--- src/bdc_pkg.sv ---
// Package for the bellows direction classifier.
// Holds the sequencer state type, the direction codes and the register map.
// No dependencies.
package bdc_pkg;

	// Result direction codes; the code three never appears and reads as neutral.
	typedef enum logic [1:0] {
		DIR_NEUTRAL = 2'd0,
		DIR_PUSH    = 2'd1,
		DIR_PULL    = 2'd2
	} dir_t;

	// Sequencer states of the classifier.
	typedef enum logic [2:0] {
		ST_IDLE,
		ST_EDGE,
		ST_CLASS,
		ST_SPAN,
		ST_CHECK,
		ST_DIV,
		ST_DONE
	} state_t;

	// Register port geometry and register indexes (byte address is 4 * index).
	localparam int unsigned CFG_ADDR_BITS = 5;
	localparam int unsigned CFG_DATA_BITS = 32;

	localparam logic [2:0] REG_CENTER    = 3'd0;
	localparam logic [2:0] REG_DEAD_BAND = 3'd1;
	localparam logic [2:0] REG_HYST      = 3'd2;
	localparam logic [2:0] REG_FULL_PUSH = 3'd3;
	localparam logic [2:0] REG_FULL_PULL = 3'd4;

endpackage

--- src/bellows_direction_classifier.sv ---
// Bellows direction classifier top level: register block, sequencer and a
// shared restoring divider that scales the intensity.
// Depends on bdc_pkg.
//
//   channel  | dir | handshake              | payload
//   ---------+-----+------------------------+----------------------------------
//   s_*      | in  | s_tvalid / s_tready    | s_tdata: sample
//   m_*      | out | m_tvalid / m_tready    | m_tdata: direction, intensity
//   apb      | in  | psel, penable, pready  | paddr, pwdata, prdata
//
// An accepted request steps through the edge, classify, span and check states,
// then the divider loop unless the check settles it, and is loaded into the
// output register from done once the slot is free; the divider loop makes one
// quotient bit per cycle through a single subtract and compare. s_tready is high
// only while idle; a result waiting in the output register keeps the sequencer
// in done and so blocks the next request. Reset clears the registers to their
// documented values and the held direction to neutral; there is no clearing pass.
module bellows_direction_classifier
	import bdc_pkg::*;
#(
	parameter int unsigned SAMPLE_BITS    = 24,
	parameter int unsigned INTENSITY_BITS = 10
) (
	input  logic                                      clk,
	input  logic                                      arst_n,
	// Input stream.
	input  logic                                      s_tvalid,
	output logic                                      s_tready,
	// [SAMPLE_BITS-1:0] sample, zero fill above
	input  logic [((SAMPLE_BITS + 7) / 8) * 8 - 1:0]  s_tdata,
	// Output stream.
	output logic                                      m_tvalid,
	input  logic                                      m_tready,
	// [1:0] direction, [INTENSITY_BITS+2:2] intensity, zero fill above
	output logic [((INTENSITY_BITS + 10) / 8) * 8 - 1:0] m_tdata,
	// Configuration port.
	input  logic                                      psel,
	input  logic                                      penable,
	input  logic                                      pwrite,
	input  logic [CFG_ADDR_BITS-1:0]                  paddr,
	input  logic [CFG_DATA_BITS-1:0]                  pwdata,
	output logic [CFG_DATA_BITS-1:0]                  prdata,
	output logic                                      pready
);

	localparam int unsigned SB     = SAMPLE_BITS;
	localparam int unsigned UB     = SAMPLE_BITS - 1;
	localparam int unsigned EW     = SAMPLE_BITS + 3;
	localparam int unsigned QW     = INTENSITY_BITS;
	localparam int unsigned OW     = INTENSITY_BITS + 1;
	localparam int unsigned CW     = $clog2(INTENSITY_BITS);
	localparam int unsigned OUT_TW = ((INTENSITY_BITS + 10) / 8) * 8;

	// Configuration registers.
	logic signed [SB-1:0] center_q;
	logic        [UB-1:0] dead_band_q;
	logic        [UB-1:0] hysteresis_q;
	logic signed [SB-1:0] full_push_q;
	logic signed [SB-1:0] full_pull_q;

	// Sequencer and datapath registers.
	state_t               state_q, state_d;
	dir_t                 held_q;
	dir_t                 dir_q;
	logic signed [SB-1:0] sample_q;
	logic        [EW-1:0] half_q;
	logic signed [EW-1:0] push_edge_q;
	logic signed [EW-1:0] pull_edge_q;
	logic signed [EW-1:0] num_q;
	logic signed [EW-1:0] span_q;
	logic signed [EW-1:0] rem_q;
	logic        [OW-1:0] quot_q;
	logic        [CW-1:0] cnt_q;

	// Output register.
	logic                 out_valid_q;
	dir_t                 out_dir_q;
	logic        [OW-1:0] out_int_q;

	// Combinational helpers.
	logic                 cfg_we;
	logic                 in_take;
	logic                 out_free;
	logic signed [EW-1:0] x_e;
	logic signed [EW-1:0] hys_e;
	logic signed [EW-1:0] push_exit;
	logic signed [EW-1:0] pull_exit;
	logic signed [EW-1:0] div_diff;
	dir_t                 dir_new;

	assign pready   = 1'b1;
	assign cfg_we   = psel & penable & pwrite;
	assign in_take  = s_tvalid & s_tready;
	assign out_free = !out_valid_q || m_tready;

	// Register writes; addresses beyond the map are ignored.
	always_ff @(posedge clk or negedge arst_n) begin
		if (!arst_n) begin
			center_q     <= '0;
			dead_band_q  <= '0;
			hysteresis_q <= '0;
			full_push_q  <= {1'b1, {(SB - 1){1'b0}}};
			full_pull_q  <= {1'b0, {(SB - 1){1'b1}}};
		end else if (cfg_we) begin
			case (paddr[4:2])
				REG_CENTER:    center_q     <= pwdata[SB-1:0];
				REG_DEAD_BAND: dead_band_q  <= pwdata[UB-1:0];
				REG_HYST:      hysteresis_q <= pwdata[UB-1:0];
				REG_FULL_PUSH: full_push_q  <= pwdata[SB-1:0];
				REG_FULL_PULL: full_pull_q  <= pwdata[SB-1:0];
				default: ;
			endcase
		end
	end

	// Register read mux; signed registers read back sign extended.
	always_comb begin
		case (paddr[4:2])
			REG_CENTER:    prdata = CFG_DATA_BITS'(center_q);
			REG_DEAD_BAND: prdata = CFG_DATA_BITS'(dead_band_q);
			REG_HYST:      prdata = CFG_DATA_BITS'(hysteresis_q);
			REG_FULL_PUSH: prdata = CFG_DATA_BITS'(full_push_q);
			REG_FULL_PULL: prdata = CFG_DATA_BITS'(full_pull_q);
			default:       prdata = '0;
		endcase
	end

	// Exit thresholds for a held direction and the classification itself.
	assign x_e       = EW'(sample_q);
	assign hys_e     = $signed(EW'(hysteresis_q));
	assign push_exit = push_edge_q + hys_e;
	assign pull_exit = pull_edge_q - hys_e;

	always_comb begin
		case (held_q)
			DIR_PUSH: begin
				if (x_e > pull_edge_q)     dir_new = DIR_PULL;
				else if (x_e >= push_exit) dir_new = DIR_NEUTRAL;
				else                       dir_new = DIR_PUSH;
			end
			DIR_PULL: begin
				if (x_e < push_edge_q)     dir_new = DIR_PUSH;
				else if (x_e <= pull_exit) dir_new = DIR_NEUTRAL;
				else                       dir_new = DIR_PULL;
			end
			default: begin
				if (x_e < push_edge_q)      dir_new = DIR_PUSH;
				else if (x_e > pull_edge_q) dir_new = DIR_PULL;
				else                        dir_new = DIR_NEUTRAL;
			end
		endcase
	end

	// The shared subtractor of the restoring divider.
	assign div_diff = {rem_q[EW-2:0], 1'b0} - span_q;

	// Sequencer state register.
	always_ff @(posedge clk or negedge arst_n) begin
		if (!arst_n) begin
			state_q <= ST_IDLE;
		end else begin
			state_q <= state_d;
		end
	end

	// Next state and handshake outputs.
	always_comb begin
		state_d  = state_q;
		s_tready = 1'b0;
		case (state_q)
			ST_IDLE: begin
				s_tready = 1'b1;
				if (s_tvalid) state_d = ST_EDGE;
			end
			ST_EDGE:  state_d = ST_CLASS;
			ST_CLASS: state_d = ST_SPAN;
			ST_SPAN:  state_d = ST_CHECK;
			ST_CHECK: begin
				if (span_q <= 0 || num_q >= span_q) state_d = ST_DONE;
				else                                state_d = ST_DIV;
			end
			ST_DIV: begin
				if (cnt_q == CW'(QW - 1)) state_d = ST_DONE;
			end
			ST_DONE: begin
				if (out_free) state_d = ST_IDLE;
			end
			default: state_d = ST_IDLE;
		endcase
	end

	// Held direction: the only state carried from one request to the next.
	always_ff @(posedge clk or negedge arst_n) begin
		if (!arst_n) begin
			held_q <= DIR_NEUTRAL;
		end else if (state_q == ST_CLASS) begin
			held_q <= dir_new;
		end
	end

	// Datapath registers, stepped by the sequencer.
	always_ff @(posedge clk) begin
		case (state_q)
			ST_IDLE: begin
				sample_q <= s_tdata[SB-1:0];
				half_q   <= EW'(dead_band_q[UB-1:1]) + EW'(hysteresis_q[UB-1:1]);
			end
			ST_EDGE: begin
				push_edge_q <= EW'(center_q) - $signed(half_q);
				pull_edge_q <= EW'(center_q) + $signed(half_q);
			end
			ST_CLASS: begin
				dir_q <= dir_new;
			end
			ST_SPAN: begin
				// Distance beyond the active edge and span to the full level.
				case (dir_q)
					DIR_PUSH: begin
						num_q  <= (x_e < push_edge_q) ? push_edge_q - x_e : '0;
						span_q <= push_edge_q - EW'(full_push_q);
					end
					DIR_PULL: begin
						num_q  <= (x_e > pull_edge_q) ? x_e - pull_edge_q : '0;
						span_q <= EW'(full_pull_q) - pull_edge_q;
					end
					default: begin
						num_q  <= '0;
						span_q <= '0;
					end
				endcase
			end
			ST_CHECK: begin
				rem_q <= num_q;
				cnt_q <= '0;
				if (span_q <= 0) begin
					quot_q <= '0;
				end else if (num_q >= span_q) begin
					quot_q <= {1'b1, {QW{1'b0}}};
				end else begin
					quot_q <= '0;
				end
			end
			ST_DIV: begin
				// One quotient bit per cycle.
				cnt_q <= cnt_q + CW'(1);
				if (!div_diff[EW-1]) begin
					rem_q  <= div_diff;
					quot_q <= {quot_q[OW-2:0], 1'b1};
				end else begin
					rem_q  <= {rem_q[EW-2:0], 1'b0};
					quot_q <= {quot_q[OW-2:0], 1'b0};
				end
			end
			default: ;
		endcase
	end

	// Output register: loaded when the result is done and the slot is free.
	always_ff @(posedge clk or negedge arst_n) begin
		if (!arst_n) begin
			out_valid_q <= 1'b0;
		end else if (state_q == ST_DONE && out_free) begin
			out_valid_q <= 1'b1;
		end else if (m_tready) begin
			out_valid_q <= 1'b0;
		end
	end

	always_ff @(posedge clk) begin
		if (state_q == ST_DONE && out_free) begin
			out_dir_q <= dir_q;
			out_int_q <= quot_q;
		end
	end

	assign m_tvalid = out_valid_q;
	assign m_tdata  = OUT_TW'({out_int_q, out_dir_q});

	// A request always starts the edge step in the next cycle.
	a_accept_starts: assert property (@(posedge clk) disable iff (!arst_n)
		in_take |=> state_q == ST_EDGE)
		else $error("accepted request did not start the sequencer");

	// Direction code three never leaves the block.
	a_dir_valid: assert property (@(posedge clk) disable iff (!arst_n)
		m_tvalid |-> out_dir_q != 2'd3)
		else $error("invalid direction code on output");

	// A neutral result carries no intensity.
	a_neutral_zero: assert property (@(posedge clk) disable iff (!arst_n)
		(m_tvalid && out_dir_q == DIR_NEUTRAL) |-> out_int_q == '0)
		else $error("neutral result with nonzero intensity");

	// Intensity never exceeds full scale.
	a_int_range: assert property (@(posedge clk) disable iff (!arst_n)
		m_tvalid |-> out_int_q <= {1'b1, {QW{1'b0}}})
		else $error("intensity above full scale");

	// The divider only ever holds a remainder below the divisor.
	a_rem_bound: assert property (@(posedge clk) disable iff (!arst_n)
		state_q == ST_DIV |-> (rem_q >= 0 && rem_q < span_q))
		else $error("divider remainder out of range");

endmodule

--- config.mk ---
export PLATFORM = sky130hd
export DESIGN_NAME = bellows_direction_classifier
export DESIGN_NICKNAME = d
export VERILOG_FILES = /design/src/bdc_pkg.sv /design/src/bellows_direction_classifier.sv
export SDC_FILE = /design/constraint.sdc
export NUM_CORES = 1
export LEC_CHECK = 0
export ABC_AREA = 1
export BUFFER_PORTS_ARGS = -buffer_cell sky130_fd_sc_hd__buf_2
export CELL_PAD_IN_SITES_DETAIL_PLACEMENT = 0
export CELL_PAD_IN_SITES_GLOBAL_PLACEMENT = 2
export CORE_MARGIN = 10
export CORE_UTILIZATION = 41
export DETAILED_ROUTE_END_ITERATION = 8
export PLACE_DENSITY_LB_ADDON = 0.1
export SETUP_SLACK_MARGIN = 0.5
export SYNTH_ARGS = -nofsm -noshare
export SYNTH_HDL_FRONTEND = slang
export SYNTH_SLANG_ARGS = --single-unit
--- constraint.sdc ---
create_clock -name clk -period 11.25 [get_ports clk]
set_clock_uncertainty 0.2 [all_clocks]
set_input_delay 1.125 -clock clk [delete_from_list [all_inputs] [get_ports clk]]
set_output_delay 1.125 -clock clk [all_outputs]
set_load 0.005 [all_outputs]
==> metrics.yaml <==
status:
  run_status: "finished clean"
timing:
  final.period_utilization_pct: 41.2
  setup_repair_after_global_routing_missed_its_margin: "no"
  max-slew-margin-rel_pct: 36.2
  setup-tns-final_ns: 0
  finalSetupViolCount: 0
  tightest_slew_ns: 0.957
  max_freq_mhz: 216
  period_needed_ns: 4.64
  final-max-slew-violation-count: 0
  hold_viol_final: 0
  hold_ws_ns: 0.216
placement:
  dp_hpwl_um: 100000
  portBuffers: 104
  place.detailed.instances: 5181
  gp_congestion: 0.951
drt:
  routed-via-count: 28800
  drt-initial-drc-count: 2172
  drt_first_pass_iters: 5
  drt-wirelength-per-cell_um: 23.2
  drt_drc_violations_left: 0
  antenna_violating_nets_post_route: 0
  detail_route.wirelength_um: 122000
  detail_route.vias_per_cell: 5.48
die:
  die_height_um: 294
  fp.dieArea_sq_mm: 0.0862
  placeableCoreArea_sq_mm: 0.0743
  rows: 100
  floorplan.io_pins: 119
  floorplan.initialDensity_pct: 41.3
  die_width_um: 294
power:
  power.leakage_uw: 0.0163
  power_density_mw_per_mm2: 288
  power_frac_seq_pct: 24.9
  power_share_of_the_combinational_group_pct: 60.3
  power.total_uw: 9670
  power.ir.vdd_worst_uv: 144
  internal-power_uw: 4590
  power_switching_share_pct: 52.5
  p_sw_uw: 5080
  power.clock.fraction_pct: 14.8
hold_path:
  worstHoldPathType: "flip-flop to flip-flop"
  min_to: "out_int_q[10]"
  holdCritStartpoint: "quot_q[10]"
  hold_path_depth: 0
synthesis:
  synth_sequential_area_ratio_pct: 30.8
  syn-mean-instance-area_sq_um: 7.36
  synth_flop_cell: "edfxtp_1"
  synth_cell_type_count: 63
  ys_async_sr_fraction_pct: 37.1
  synth-seq-cells: 334
  synth_edf_count: 210
  synthesis.yosys.warnings: 0
  mappedNetlistArea_sq_mm: 0.0307
  syn_inst: 4172
final_layout:
  finish.utilization_pct: 45.3
  final.fill_count: 7850
  areaGrowthSynthToFinish_pct: 9.61
  fin_nets: 4692
  antennaDiodeCount: 0
  share_of_post_route_cells_with_drive_strength_above_1_pct: 7.76
  multi_input_logic_area_sq_mm: 0.0187
  layout.area.seq_sq_mm: 0.00944
  final_cells: 5260
clock_tree:
  clock_tree_from_tritoncts: "done"
  clock_latency_ns: 0.60
  clkSlewWorstSetupHoldPaths_ns: 0.06
  clock_tree.buffer_depth: 3
  post-cts-setup-buffers: 0
  cts_root_buf: "clkbuf_16"
  h-tree-depth: 2
  number_of_gates_resized_after_cts: 0
  cts-hold-fix-buffers: 0
  tritoncts_num_sinks: 334
  cts_buffers: 43
setup_path:
  worst_setup_path_start_kind: "flip-flop"
  rr_worst_depth: 23
  critPathBufInv: 1
  cp.required_ns: 11.56
  cp_cell_sequence: "inv_1 > ha_1 > fa_1 > o21ai_0 > nand3_1 > nand2_1 > nand3_1 > nand2_1 > a21oi_1 > xor2_1 > ha_1 > nand4_1 > nor3_1 > nand2_1 > nand3_1 > nand2_1 > nand2_1 > nand2_1 > nand2_1 > nand3_1 > nand2_1 > nand2_1 > nand2_1"
  worst_r2r_endpoint: "held_q[1]"
  cpMaxStageDelayCell: "edfxtp_1"
  r2r_slack_ns: 6.61
  worstSetupEndpointType: "flip-flop"
  worst-path-stages: 23
  worst-endpoint-arrival_ns: 4.94
  cp_max_fo: 4
  critPathKind: "flip-flop to flip-flop"
  timing.critical_path.max_delay_family: "simple AND/OR/NAND/NOR gates"
  regToRegStartpoint: "push_edge_q[0]"
  max_stage_delay_ns: 0.59
  critPathMostFrequentCell: "nand2_1"
global_route:
  global_route_wire_length_before_repair_um: 179000
  grt_antenna_before_repair: 3
  grt_pass1_vias: 27800
  pin_count_of_the_biggest_net_entering_global_routing: 75
  grt.total_usage_pct: 27.7
  global_route_congestion_overflow_total: 0
flow_run:
  maxCapViolCount: 0
-- power by group through the flow --
stage | clock network (uW) | logic (uW) | registers, uW
floorplan | 0 | 4200 | 2080
global placement | 0 | 5760 | 2410
detailed placement | 0 | 5750 | 2420
CTS | 1460 | 5780 | 2400
global route | 1510 | 6530 | 2420
finish | 1430 | 5840 | 2410
-- worst max path at each step --
stage | from | endpoint | slack, ns
floorplan | state_q[1] | s_tready | 7.29
global placement | push_edge_q[0] | dir_q[1] | 6.66
detailed placement | push_edge_q[0] | dir_q[1] | 6.65
CTS | push_edge_q[0] | held_q[1] | 6.60
global route | push_edge_q[0] | held_q[1] | 6.29
finish | push_edge_q[0] | held_q[1] | 6.61
-- logic make-up (layout without fill, tap and decap cells) --
logic type / count (synthesis) / after routing / share of synthesized area, %
xor gates and xnor gates: 166 / 166 / 4.74
AOI/OAI and AO/OA: 890 / 890 / 16.2
and+or+nand+nor: 1767 / 1767 / 24.7
adders and majority gates: 367 / 367 / 15.2
buffers and inverters: 646 / 763 / 8.37
DFF: 334 / 334 / 30.8
other: 2 / 4 / 0.0245
-- registers in the layout, summed over array words and instances, names as in the netlist --
signal	cells
num_q	27
push_edge_q	27
span_q	27
pull_edge_q	26
rem_q	26
center_q	24
full_pull_q	24
full_push_q	24
sample_q	24
dead_band_q	23
half_q	23
hysteresis_q	23
out_int_q	11
quot_q	11
cnt_q	4
state_q	3
dir_q	2
held_q	2
out_dir_q	2
m_tvalid	1
-- metal layers --
metal	vias to the layer above	wire, um	GRT usage, %
li1	14200	-	-
met4	2	4500	9.61
met2	744	57900	47.1
met3	163	6000	3.36
met5	-	17	0
met1	13800	53400	35.7
-- cell usage after synthesis (all sizes together), types with 12 or more instances --
master  number  area share, %
nand2     1059             14
inv        558            6.8
a21oi      406            6.9
ha         357             15
o21ai      335            5.5
nor2       330            4.3
nand3      217            3.6
edfxtp     210             21
xor2       109            3.1
dfrtp      100            8.2
nand4       64            1.3
xnor2       57            1.6
nor3        52           0.88
clkbuf      51           0.62
a21o        41            1.0
buf         36           0.90
dfstp       24            2.1
o21bai      23           0.56
a21boi      14           0.34
nor4        14           0.31
or2         14           0.29
a221oi      13           0.37
nand3b      12           0.29
-- through the flow --
step,cell area (sq um),worst slack [ns]
6_report,33600,6.61
5_1_grt,33600,6.29
4_1_cts,33600,6.60
3_5_place_dp,32200,6.65
3_3_place_gp,32200,6.66
2_1_floorplan,30700,7.29
-- cell type report --
cell class,instances,share of cell area (%)
well taps,969,3.60
clock buffers,60,3.54
clock inverters,19,0.789
inverters,559,6.24
repair buffers,125,2.03
multi-input cells,3194,55.7
flip-flops and latches,334,28.1
-- cell usage in the layout (no fill, tap or decap), drive strengths merged, types with 4 or more instances in the layout --
cell / n
nand2: 1059
inv: 563
a21oi: 406
ha: 357
o21ai: 335
nor2: 330
nand3: 217
edfxtp: 210
buf: 125
xor2: 109
dfrtp: 100
nand4: 64
clkbuf: 60
xnor2: 57
nor3: 52
a21o: 41
dfstp: 24
o21bai: 23
or2: 14
a21boi: 14
nor4: 14
a221oi: 13
nand3b: 12
o21a: 11
a31oi: 11
a221o: 10
fa: 10
clkinv: 8
a22oi: 4
a211oi: 4
o2111ai: 4
conb: 4
bufinv: 4
(Power assumes the default switching activity.)
